<file path="src/hw/rtl/ffact_pkg.sv">
// ffact_pkg: shared types and constants for the difference-of-squares factor search.
// Used by ffact_ctrl, ffact_datapath and fermat_factorizer; depends on nothing.

package ffact_pkg;

   localparam int unsigned IN_WIDTH  = 32;
   localparam int unsigned OUT_WIDTH = 32;

   typedef struct packed {
      logic load;       // capture request number, clear root unit
      logic root_step;  // one root bit from the next two-bit digit of the number
      logic setup;      // first candidate, residue and count
      logic step;       // one search step (k or candidate advance)
      logic publish;    // move the result into the output register
   } cmd_type;

   typedef struct packed {
      logic at_limit;   // candidate has reached (N + 1) / 2
      logic hit;        // residue is zero: candidate squared minus N is k squared
   } status_type;

endpackage

</file>
<file path="src/hw/rtl/ffact_ctrl.sv">
// ffact_ctrl: sequencing state machine for the factor search.
// Depends on ffact_pkg; drives commands into ffact_datapath and owns both handshakes.

module ffact_ctrl #(
   parameter int unsigned NUMBER_WIDTH = 32
) (
   input  logic                   clock,
   input  logic                   reset,
   input  logic                   req_valid,
   output logic                   req_ready,
   output logic                   rsp_valid,
   input  logic                   rsp_ready,
   input  ffact_pkg::status_type  status,
   output ffact_pkg::cmd_type     cmd
);

   localparam int unsigned ROOT_STEPS = (NUMBER_WIDTH + 1) / 2;
   localparam int unsigned CNT_WIDTH  = $clog2(ROOT_STEPS);

   typedef enum logic [1:0] {
      ST_IDLE,
      ST_ROOT,
      ST_SETUP,
      ST_SEARCH
   } state_type;

   state_type              state_ff;
   logic                   req_ready_ff;
   logic                   rsp_valid_ff;
   logic [CNT_WIDTH-1:0]   root_cnt_ff;
   logic                   root_last;
   logic                   done;
   logic                   out_free;

   assign root_last = (root_cnt_ff == CNT_WIDTH'(ROOT_STEPS - 1));
   assign done      = status.at_limit || status.hit;
   assign out_free  = !rsp_valid_ff || rsp_ready;

   always_comb begin
      cmd           = '0;
      cmd.load      = (state_ff == ST_IDLE) && req_valid && req_ready_ff;
      cmd.root_step = (state_ff == ST_ROOT);
      cmd.setup     = (state_ff == ST_SETUP);
      cmd.step      = (state_ff == ST_SEARCH) && !done;
      cmd.publish   = (state_ff == ST_SEARCH) && done && out_free;
   end

   always_ff @(posedge clock) begin
      if (reset) begin
         state_ff     <= ST_IDLE;
         req_ready_ff <= 1'b1;
         rsp_valid_ff <= 1'b0;
         root_cnt_ff  <= '0;
      end else begin
         if (cmd.publish) begin
            rsp_valid_ff <= 1'b1;
         end else if (rsp_ready) begin
            rsp_valid_ff <= 1'b0;
         end
         unique case (state_ff)
            ST_IDLE: begin
               root_cnt_ff <= '0;
               if (cmd.load) begin
                  req_ready_ff <= 1'b0;
                  state_ff     <= ST_ROOT;
               end
            end
            ST_ROOT: begin
               root_cnt_ff <= root_cnt_ff + CNT_WIDTH'(1);
               if (root_last) begin
                  state_ff <= ST_SETUP;
               end
            end
            ST_SETUP: begin
               state_ff <= ST_SEARCH;
            end
            ST_SEARCH: begin
               if (cmd.publish) begin
                  req_ready_ff <= 1'b1;
                  state_ff     <= ST_IDLE;
               end
            end
            default: begin
               state_ff <= ST_IDLE;
            end
         endcase
      end
   end

   assign req_ready = req_ready_ff;
   assign rsp_valid = rsp_valid_ff;

endmodule

</file>
<file path="src/hw/rtl/ffact_datapath.sv">
// ffact_datapath: number capture, digit-serial square root, search registers, output register.
// Depends on ffact_pkg; commanded by ffact_ctrl.

module ffact_datapath #(
   parameter int unsigned NUMBER_WIDTH = 32
) (
   input  logic                                clock,
   input  ffact_pkg::cmd_type                  cmd,
   output ffact_pkg::status_type               status,
   input  logic [ffact_pkg::IN_WIDTH-1:0]      req_number_in,
   output logic [ffact_pkg::OUT_WIDTH-1:0]     rsp_larger_factor,
   output logic [ffact_pkg::OUT_WIDTH-1:0]     rsp_smaller_factor,
   output logic [ffact_pkg::OUT_WIDTH-1:0]     rsp_iteration_total
);

   localparam int unsigned W   = NUMBER_WIDTH;
   localparam int unsigned RW  = (W + 1) / 2;    // root digits
   localparam int unsigned SW  = 2 * RW;         // padded number
   localparam int unsigned EW  = W + 2;          // residue
   localparam int unsigned OW  = ffact_pkg::OUT_WIDTH;

   logic [W-1:0]     num_ff,    num_in;
   logic [W-1:0]     limit_ff,  limit_in;
   logic [SW-1:0]    sq_ff,     sq_in;
   logic [RW-1:0]    root_ff,   root_in;
   logic [RW:0]      rem_ff,    rem_in;
   logic [W-1:0]     cand_ff,   cand_in;
   logic [W-1:0]     kval_ff,   kval_in;
   logic [EW-1:0]    err_ff,    err_in;
   logic [W-1:0]     count_ff,  count_in;
   logic [OW-1:0]    larger_ff, smaller_ff, total_ff;

   logic [W-1:0]     n_req;
   logic [RW+2:0]    rem_sh;
   logic [RW+2:0]    trial;
   logic [EW-1:0]    k_odd;
   logic [EW-1:0]    q_odd;
   logic [EW-1:0]    first_err;
   logic             need_norm;
   logic [W-1:0]     big;
   logic [W-1:0]     small_f;

   assign n_req     = req_number_in[W-1:0];
   assign rem_sh    = {rem_ff, sq_ff[SW-1 -: 2]};
   assign trial     = {1'b0, root_ff, 2'b01};
   assign k_odd     = EW'({kval_ff, 1'b1});
   assign q_odd     = EW'({cand_ff, 1'b1});
   assign first_err = EW'({root_ff, 1'b1}) - EW'(rem_ff);
   assign need_norm = (err_ff >= k_odd);

   assign status.at_limit = (cand_ff >= limit_ff);
   assign status.hit      = (err_ff == '0);

   assign big     = status.at_limit ? num_ff : cand_ff + kval_ff;
   assign small_f = status.at_limit ? W'(1) : cand_ff - kval_ff;

   always_comb begin
      num_in   = num_ff;
      limit_in = limit_ff;
      sq_in    = sq_ff;
      root_in  = root_ff;
      rem_in   = rem_ff;
      cand_in  = cand_ff;
      kval_in  = kval_ff;
      err_in   = err_ff;
      count_in = count_ff;
      if (cmd.load) begin
         num_in   = n_req;
         limit_in = W'(({1'b0, n_req} + (W + 1)'(1)) >> 1);
         sq_in    = SW'(n_req);
         root_in  = '0;
         rem_in   = '0;
      end
      if (cmd.root_step) begin
         sq_in = sq_ff << 2;
         if (rem_sh >= trial) begin
            rem_in  = (RW + 1)'(rem_sh - trial);
            root_in = {root_ff[RW-2:0], 1'b1};
         end else begin
            rem_in  = rem_sh[RW:0];
            root_in = {root_ff[RW-2:0], 1'b0};
         end
      end
      if (cmd.setup) begin
         kval_in  = '0;
         count_in = W'(1);
         if (rem_ff == '0) begin
            cand_in = W'(root_ff);
            err_in  = '0;
         end else begin
            cand_in = W'(root_ff) + W'(1);
            err_in  = first_err;
         end
      end
      if (cmd.step) begin
         if (need_norm) begin
            err_in  = err_ff - k_odd;
            kval_in = kval_ff + W'(1);
         end else begin
            err_in   = err_ff + q_odd;
            cand_in  = cand_ff + W'(1);
            count_in = count_ff + W'(1);
         end
      end
   end

   always_ff @(posedge clock) begin
      num_ff   <= num_in;
      limit_ff <= limit_in;
      sq_ff    <= sq_in;
      root_ff  <= root_in;
      rem_ff   <= rem_in;
      cand_ff  <= cand_in;
      kval_ff  <= kval_in;
      err_ff   <= err_in;
      count_ff <= count_in;
      if (cmd.publish) begin
         larger_ff  <= OW'(big);
         smaller_ff <= OW'(small_f);
         total_ff   <= OW'(count_ff);
      end
   end

   assign rsp_larger_factor   = larger_ff;
   assign rsp_smaller_factor  = smaller_ff;
   assign rsp_iteration_total = total_ff;

endmodule

</file>
<file path="src/hw/rtl/fermat_factorizer.sv">
// fermat_factorizer: top level of the difference-of-squares factor search.
// Depends on ffact_pkg, ffact_ctrl and ffact_datapath.
//
//   channel | direction | handshake            | payload
//   req     | in        | req_valid/req_ready  | req_number_in
//   rsp     | out       | rsp_valid/rsp_ready  | rsp_larger_factor, rsp_smaller_factor,
//           |           |                      | rsp_iteration_total
//
// One request at a time. After acceptance the controller runs the digit-serial square root
// (ST_ROOT), a setup state (ST_SETUP), then search steps, each a candidate advance or an
// increment of the root k (final k); publish follows and registers rsp_valid. Each search step
// is one add and compare. The output register lets the next request be taken from the cycle
// after publish while a result waits; a finished search holds until that register is free.
// Reset is synchronous; it clears the controller and output valid.

module fermat_factorizer #(
   parameter int unsigned NUMBER_WIDTH = 32
) (
   input  logic                                clock,
   input  logic                                reset,
   input  logic                                req_valid,
   output logic                                req_ready,
   input  logic [ffact_pkg::IN_WIDTH-1:0]      req_number_in,
   output logic                                rsp_valid,
   input  logic                                rsp_ready,
   output logic [ffact_pkg::OUT_WIDTH-1:0]     rsp_larger_factor,
   output logic [ffact_pkg::OUT_WIDTH-1:0]     rsp_smaller_factor,
   output logic [ffact_pkg::OUT_WIDTH-1:0]     rsp_iteration_total
);

   ffact_pkg::cmd_type     cmd;
   ffact_pkg::status_type  status;

   ffact_ctrl #(
      .NUMBER_WIDTH (NUMBER_WIDTH)
   ) u_ctrl (
      .clock     (clock),
      .reset     (reset),
      .req_valid (req_valid),
      .req_ready (req_ready),
      .rsp_valid (rsp_valid),
      .rsp_ready (rsp_ready),
      .status    (status),
      .cmd       (cmd)
   );

   ffact_datapath #(
      .NUMBER_WIDTH (NUMBER_WIDTH)
   ) u_datapath (
      .clock               (clock),
      .cmd                 (cmd),
      .status              (status),
      .req_number_in       (req_number_in),
      .rsp_larger_factor   (rsp_larger_factor),
      .rsp_smaller_factor  (rsp_smaller_factor),
      .rsp_iteration_total (rsp_iteration_total)
   );

   // one request in flight: no second acceptance right after one
   a_single_request: assert property (@(posedge clock) disable iff (reset)
      (req_valid && req_ready) |=> !req_ready)
      else $error("request accepted while a search is running");

   // a search step is never issued once the candidate has reached the bound
   a_step_in_range: assert property (@(posedge clock) disable iff (reset)
      cmd.step |-> !status.at_limit)
      else $error("search stepped past the candidate bound");

   // every published result counts at least one candidate
   a_count_nonzero: assert property (@(posedge clock) disable iff (reset)
      rsp_valid |-> (rsp_iteration_total != '0))
      else $error("result with zero iteration count");

   // a found pair is ordered
   a_pair_ordered: assert property (@(posedge clock) disable iff (reset)
      (rsp_valid && (rsp_smaller_factor != ffact_pkg::OUT_WIDTH'(1)))
         |-> (rsp_smaller_factor <= rsp_larger_factor))
      else $error("factor pair out of order");

endmodule
</file>
<file path="config.mk">
export PLATFORM = sky130hd
export DESIGN_NAME = fermat_factorizer
export DESIGN_NICKNAME = d
export VERILOG_FILES = /design/src/hw/rtl/ffact_pkg.sv /design/src/hw/rtl/ffact_ctrl.sv /design/src/hw/rtl/ffact_datapath.sv /design/src/hw/rtl/fermat_factorizer.sv
export SDC_FILE = /design/constraint.sdc
export NUM_CORES = 1
export LEC_CHECK = 0
export BUFFER_PORTS_ARGS = -buffer_cell sky130_fd_sc_hd__buf_2
export CORE_AREA = 2 2 270 205
export DETAILED_ROUTE_END_ITERATION = 8
export DIE_AREA = 0 0 272 207
export GPL_ROUTABILITY_DRIVEN = 0
export SYNTH_ARGS = -nofsm -noshare
export SYNTH_HDL_FRONTEND = slang
export SYNTH_SLANG_ARGS = --single-unit
</file>
<file path="constraint.sdc">
create_clock -name clock -period 11.4 [get_ports clock]
set_input_delay 0.57 -clock clock [delete_from_list [all_inputs] [get_ports clock]]
set_output_delay 0.57 -clock clock [all_outputs]
set_load 0.02 [all_outputs]
</file>
# Yosys cells after proc, flatten, opt, wreduce, memory -nomap -nowiden
# Index checks and enable logic that the tools add are counted.
dict set report classes {
  reduce_logical 19
  magnitude_cmp 3
  addsub 12
  mux 33
  n_eq_ne 7
  n_bitwise 0
  shifts 0
  multipliers 0
  n_div 0
}
# op count
set ops {}
lappend ops {{32-bit two-way mux} 12}
lappend ops {{34-bit two-way mux} 4}
lappend ops {{32-bit by 1-bit adder with 32-bit output, second input constant} 3}
lappend ops {{17-bit two-way mux} 4}
lappend ops {{34-bit by 33-bit adder with 34-bit output} 1}
lappend ops {{34-bit by 33-bit >= comparator with 1-bit output} 1}
lappend ops {{34-bit logical NOT} 1}
lappend ops {{34-bit by 33-bit subtractor with 34-bit output} 1}
lappend ops {{32-bit by 1-bit adder with 33-bit output, second input constant} 1}
lappend ops {{32-bit adder} 1}
lappend ops {{32-bit >= comparator} 1}
lappend ops {{16-bit two-way mux} 2}
lappend ops {{32-bit subtractor} 1}
lappend ops {{19-bit by 18-bit >= comparator with 1-bit output} 1}
lappend ops {{17-bit by 17-bit subtractor with 18-bit output} 1}
lappend ops {{16-bit by 1-bit adder with 17-bit output, second input constant} 1}
lappend ops {{17-bit logical NOT} 1}
lappend ops {{17-bit subtractor} 1}
lappend ops {{2-bit nonzero test} 5}
lappend ops {{2-bit one-hot mux with 4 select lines} 1}
lappend ops {{4-bit one-hot mux with 2 select lines} 1}
lappend ops {{2-bit two-way mux} 3}
lappend ops {{3-bit AND reduction} 2}
lappend ops {{1-bit logical AND} 5}
lappend ops {{11 further kinds} 19}
dict set report word_totals {
  rom_bits 0
  regBits 363
  mem_bits_rw 0
  n_memories 0
  latchBits 0
}

# Logic depth before layout (Yosys ltp)
dict set report logic_depth {
  ltp_word 6
  mapped_depth 15
}

# By module
# From an unflattened synthesis, not the netlist that was laid out.
dict set report unflattened {
  cells_unflattened 2689
  area_unflattened_um2 24218.2
}
# module area_each_um2 n_inst cells_per_inst
set modules_own_cells {}
lappend modules_own_cells {ffact_datapath 23755.3 1 2635}
lappend modules_own_cells {ffact_ctrl 462.9 1 54}

# Worst setup path before layout
# OpenSTA, ideal clock, no wires.
dict set report synth_timing {
  kind {register -> register}
  startpoint {reg u_datapath.cand_ff[17]}
  endpoint {reg u_datapath.total_ff[0] (netlist: u_datapath.rsp_iteration_total[0]), enable pin}
  path_buffers 1
  t_arrival_ns 4.394
  setup_time_ns 0.465
  setup_slack_ns 6.541
  path_stages_with_launch 9
  cell_sequence {dfxtp_1 -> ha_1 -> nand4_1 -> or4_1 -> nor3_1 -> a21o_1 -> buf_2 -> o21a_1 -> and2_1}
}
# element line
set synth_lines {}
lappend synth_lines {{start: declaration} ffact_datapath.sv:27} ;# logic [W-1:0] cand_ff, cand_in;
lappend synth_lines {{start signal: assignment} ffact_datapath.sv:113} ;# cand_ff <= cand_in;
lappend synth_lines {{end signal: assignment} ffact_datapath.sv:120} ;# total_ff <= OW'(count_ff);
lappend synth_lines {{end: declaration} ffact_datapath.sv:31} ;# logic [OW-1:0] larger_ff, smaller_ff, total_ff;

# Worst setup path after layout
dict set report layout_timing {
  startpoint {reg u_datapath.err_ff[33]}
  endpoint {reg u_datapath.kval_ff[29]}
}
dict set report layout_via {
  elab_chain_len 5
  elab_cells_between_ends 7
}
# element line
set layout_rtl {}
lappend layout_rtl {{start: declaration} ffact_datapath.sv:29} ;# logic [EW-1:0] err_ff, err_in;
lappend layout_rtl {{start signal: assignment} ffact_datapath.sv:115} ;# err_ff <= err_in;
lappend layout_rtl {{branches (longest 4 deep; another with 34-bit by 33-bit >= comparator with 1-bit output)} -}
lappend layout_rtl {{32-bit two-way mux *} ffact_datapath.sv:95} ;# if (cmd.step) begin
lappend layout_rtl {{via u_datapath.kval_in[29]} ffact_datapath.sv:28} ;# logic [W-1:0] kval_ff, kval_in;
lappend layout_rtl {{end signal: assignment} ffact_datapath.sv:114} ;# kval_ff <= kval_in;
lappend layout_rtl {{end: declaration} ffact_datapath.sv:28}
# Mark *: on every way through the listed nets, which the timed path passes.
# A chain may end at the register's enable or synchronous reset.

==> flow_metrics.py <==
metrics = {
    "cts": {
        "path_clk_slew_ps": 70,
        "clk_path_buf_depth": 3,
        "cts_tree": "yes",
        "cts.sinks": 363,
        "cts_setup_buffers": 0,
        "clockRootBuffer": "clkbuf_16",
        "htreeDepth": 2,
        "holdBufCountCts": 0,
        "clock_latency_ps": 570,
        "cts_made_buffers": 41,
        "cts_resized": 0,
    },
    "floorplanning": {
        "io_pins": 134,
        "fp.dieW_microns": 272,
        "fp-row-count": 74,
        "core-area_sq_um": 53800,
        "dieArea_sq_um": 56300,
        "start_util_pct": 44.5,
        "die_h_microns": 207,
    },
    "setup_path": {
        "crit_fanout": 34,
        "critPathArrivalTime_ps": 5750,
        "r2r-end": "u_datapath.kval_ff[29]",
        "worstReg2RegStart": "u_datapath.err_ff[33]",
        "cp-startpoint": "u_datapath.err_ff[33]",
        "start_kind": "register",
        "slowest_delay_ps": 1130,
        "critical_path_class": "reg2reg",
        "cpMaxStageDelayCell": "nor4_1",
        "rr_worst_depth": 12,
        "crit_chain": "nor4_1, nand4_1, nor3_1, nand2b_1, a211oi_4, buf_4, o211ai_1, buf_4, nand2b_1, o21ai_0, nand2_1, o31ai_1",
        "worstPathRequired_ps": 11880,
        "r2r_slack_ps": 6130,
        "cp-end-kind": "register",
        "path_depth": 12,
        "cp_num_buf_inv": 2,
        "cp_top_family": "simple AND/OR/NAND/NOR gates",
        "crit_end": "u_datapath.kval_ff[29]",
    },
    "placed_design": {
        "portBuffers": 133,
        "place_area_sq_um": 25300,
        "dpl.hpwl_microns": 50100,
    },
    "pwr": {
        "p_sw_share_pct": 43.5,
        "p_per_area_nw_per_um2": 281,
        "power.internal_uw": 4230,
        "pwr-share-seq_pct": 29.5,
        "ir_drop_mv": 0.120,
        "p_leak_uw": 0.0102,
        "netSwitchingPower_uw": 3260,
        "p_clk_share_pct": 18.1,
        "p_comb_share_pct": 52.4,
    },
    "drt": {
        "ant_nets": 0,
        "vias_per_cell": 5.77,
        "dr.pass1.iters": 7,
        "drtIter0Drc": 1780,
        "drt-total-wl_microns": 66900,
        "vias": 20100,
        "drc": 0,
        "wire_per_inst_microns": 19.2,
    },
    "global_route": {
        "grt_usage_pct": 23.2,
        "top_usage_layer": "met2",
        "grt_pass1_wl_microns": 105000,
        "grt_max_degree": 71,
        "antenna_found_initial": 1,
        "gr-total-overflow": 0,
        "use_met1_pct": 34.4,
        "grt_util_met2_pct": 35.0,
        "grt.met3_usage_pct": 4.07,
        "grt_pass1_vias": 18900,
    },
    "timing": {
        "tns_ps": 0,
        "period_minus_slack_ps": 5270,
        "fmax_ghz": 0.190,
        "worst_slew_pin_slew_ps": 1380,
        "hold_viol": 0,
        "maxSlewViolCount": 0,
        "timing.final.crit_share_pct": 46.3,
        "skew_ps": 12.0,
        "setup_viol": 0,
        "relSlewSlack_pct": 7.32,
        "rsz0062_at_grt": "false",
    },
    "logic_synthesis": {
        "syn_inst": 2631,
        "yosysWarnings": 0,
        "syn-cell-area_sq_um": 24000,
        "synth_edf_count": 257,
        "syn_avg_cell_area_sq_um": 9.11,
        "synth.distinct_cells": 81,
        "ys_async_sr_fraction_pct": 0,
        "ys_ff_latch": 363,
        "synth_seq_area_share_pct": 41.1,
        "synth_ff_type": "edfxtp_1",
        "syn_nets": 2875,
    },
    "cells_and_area": {
        "layout-drive-gt1-share_pct": 8.86,
        "syn_to_final_growth_pct": 11.2,
        "diodes": 0,
        "nets": 2977,
        "fin_area_sq_um": 26600,
    },
    "run_status": {
        "status": "finished, final reports clean",
    },
    "run": {
        "max-cap-violations": 0,
    },
    "min_path": {
        "hp-class": "in2reg",
    },
}
## how the worst min path moves through the flow
stage                            startpoint                            endpoint  slack (ps)  depth (start not counted)
detailed placement  u_datapath.count_ff[31]  u_datapath.rsp_iteration_total[31]         450                          0
finish                    req_number_in[31]               u_datapath.num_ff[31]         220                          1
global route              req_number_in[31]               u_datapath.num_ff[31]         210                          1
CTS                       req_number_in[31]               u_datapath.num_ff[31]         200                          1
global placement    u_datapath.count_ff[31]  u_datapath.rsp_iteration_total[31]         450                          0
floorplan           u_datapath.count_ff[31]             u_datapath.count_ff[31]         430                          1
## layer usage
metal  up-vias  part of all wire, %
met4         0                  2.2
met1      9584                   48
met5         -                    0
met3       100                  6.8
li1       9810                    -
met2       620                   43
## synthesized netlist by cell type (26+ instances only)
cell type | number | area, sq um
o21ai_0 | 237 | 1190
mux2i_1 | 26 | 260
clkbuf_1 | 55 | 206
and3_1 | 44 | 275
edfxtp_1 | 257 | 7720
nand4_1 | 47 | 294
nand3_1 | 95 | 475
xnor2_1 | 129 | 1130
o21a_1 | 29 | 218
a21o_1 | 49 | 368
o31ai_1 | 26 | 195
dfxtp_1 | 106 | 2120
a21oi_1 | 171 | 856
nor2_1 | 227 | 852
a31oi_1 | 34 | 213
inv_1 | 164 | 616
a211oi_1 | 31 | 233
nor3_1 | 52 | 260
xor2_1 | 50 | 438
ha_1 | 203 | 2540
nand2_1 | 262 | 983
## stage by stage
step           setup WS [ps]  total power (uW)  instances  hold WS (ps)  utilization, %
6_report                6130              7490       3487           223            49.5
5_1_grt                 5830              8040       3487           207            49.5
4_1_cts                 6440              7470       3487           196            49.5
3_5_place_dp            6470              6080       3412           454            47.0
3_3_place_gp            6400              6010       3412           450            47.0
2_1_floorplan           6540              5080       2631           429               -
## worst register-to-register path, stage by stage (launching register included)
cell and delay (ps):
edfxtp_1 650, nor4_1 1130, nand4_1 170, nor3_1 770
nand2b_1 290, a211oi_4 60, buf_4 260, o211ai_1 490
buf_4 480, nand2b_1 510, o21ai_0 230, nand2_1 80
o31ai_1 70
## placed cells by master, fill, tap and decap left out, drive strengths merged, types with 10 or more instances in the layout
cell / n
o211ai: 23
xor2: 50
nor4: 26
clkbuf: 54
xnor2: 129
a21o: 49
edfxtp: 257
nand3: 95
o22ai: 10
nor2: 229
buf: 147
a211oi: 33
o21ai: 246
clkinv: 14
nand2b: 22
o21bai: 22
or3: 18
and3: 44
nor3: 54
a21oi: 171
dfxtp: 106
or2: 10
ha: 203
nand4: 47
and4: 10
o221ai: 11
mux2i: 26
o21a: 29
and2: 11
nand2: 264
o31ai: 26
inv: 166
nor2b: 25
a31oi: 34
## logic make-up after synthesis
family / count (synthesis) / synth area share [%]
buffers and inverters: 255 / 4.13
adders and majority gates: 208 / 11.0
DFF: 363 / 41.1
AOI/OAI and AO/OA: 724 / 18.7
xor gates and xnor gates: 179 / 6.54
and+or+nand+nor: 875 / 17.4
muxes: 27 / 1.13
## flip-flops by register name (all words and copies together) (netlist names)
| signal | flops |
|---|---|
| u_datapath.rsp_smaller_factor | 32 |
| u_datapath.num_ff | 32 |
| u_datapath.err_ff | 34 |
| u_ctrl.rsp_valid | 1 |
| u_datapath.cand_ff | 32 |
| u_datapath.kval_ff | 32 |
| u_datapath.rsp_larger_factor | 32 |
| u_ctrl.state_ff | 2 |
| u_ctrl.root_cnt_ff | 4 |
| u_datapath.rem_ff | 17 |
| u_datapath.rsp_iteration_total | 32 |
| u_datapath.root_ff | 16 |
| u_datapath.count_ff | 32 |
| u_datapath.sq_ff | 32 |
| u_ctrl.req_ready | 1 |
| u_datapath.limit_ff | 32 |
## power groups by stage
stage                     combinational [uW]  clock, uW  sequential [uW]
after global placement                  3780          0             2220
after floorplan                         2950          0             2120
after detailed placement                3850          0             2230
after global routing                    4360       1430             2250
after CTS                               3880       1390             2210
final                                   3920       1360             2210
## layout make-up
| class | instances | area [sq um] |
|---|---|---|
| Clock buffer | 54 | 1130 |
| Clock inverter | 21 | 224 |
| Fill cell | 5120 | 27200 |
| Inverter | 167 | 627 |
| Multi-Input combinational cell | 2013 | 13100 |
| Sequential cell | 363 | 9840 |
| Tap cell | 722 | 903 |
| Timing Repair Buffer | 147 | 771 |
No activity file was read; power rests on OpenSTA's default activity.
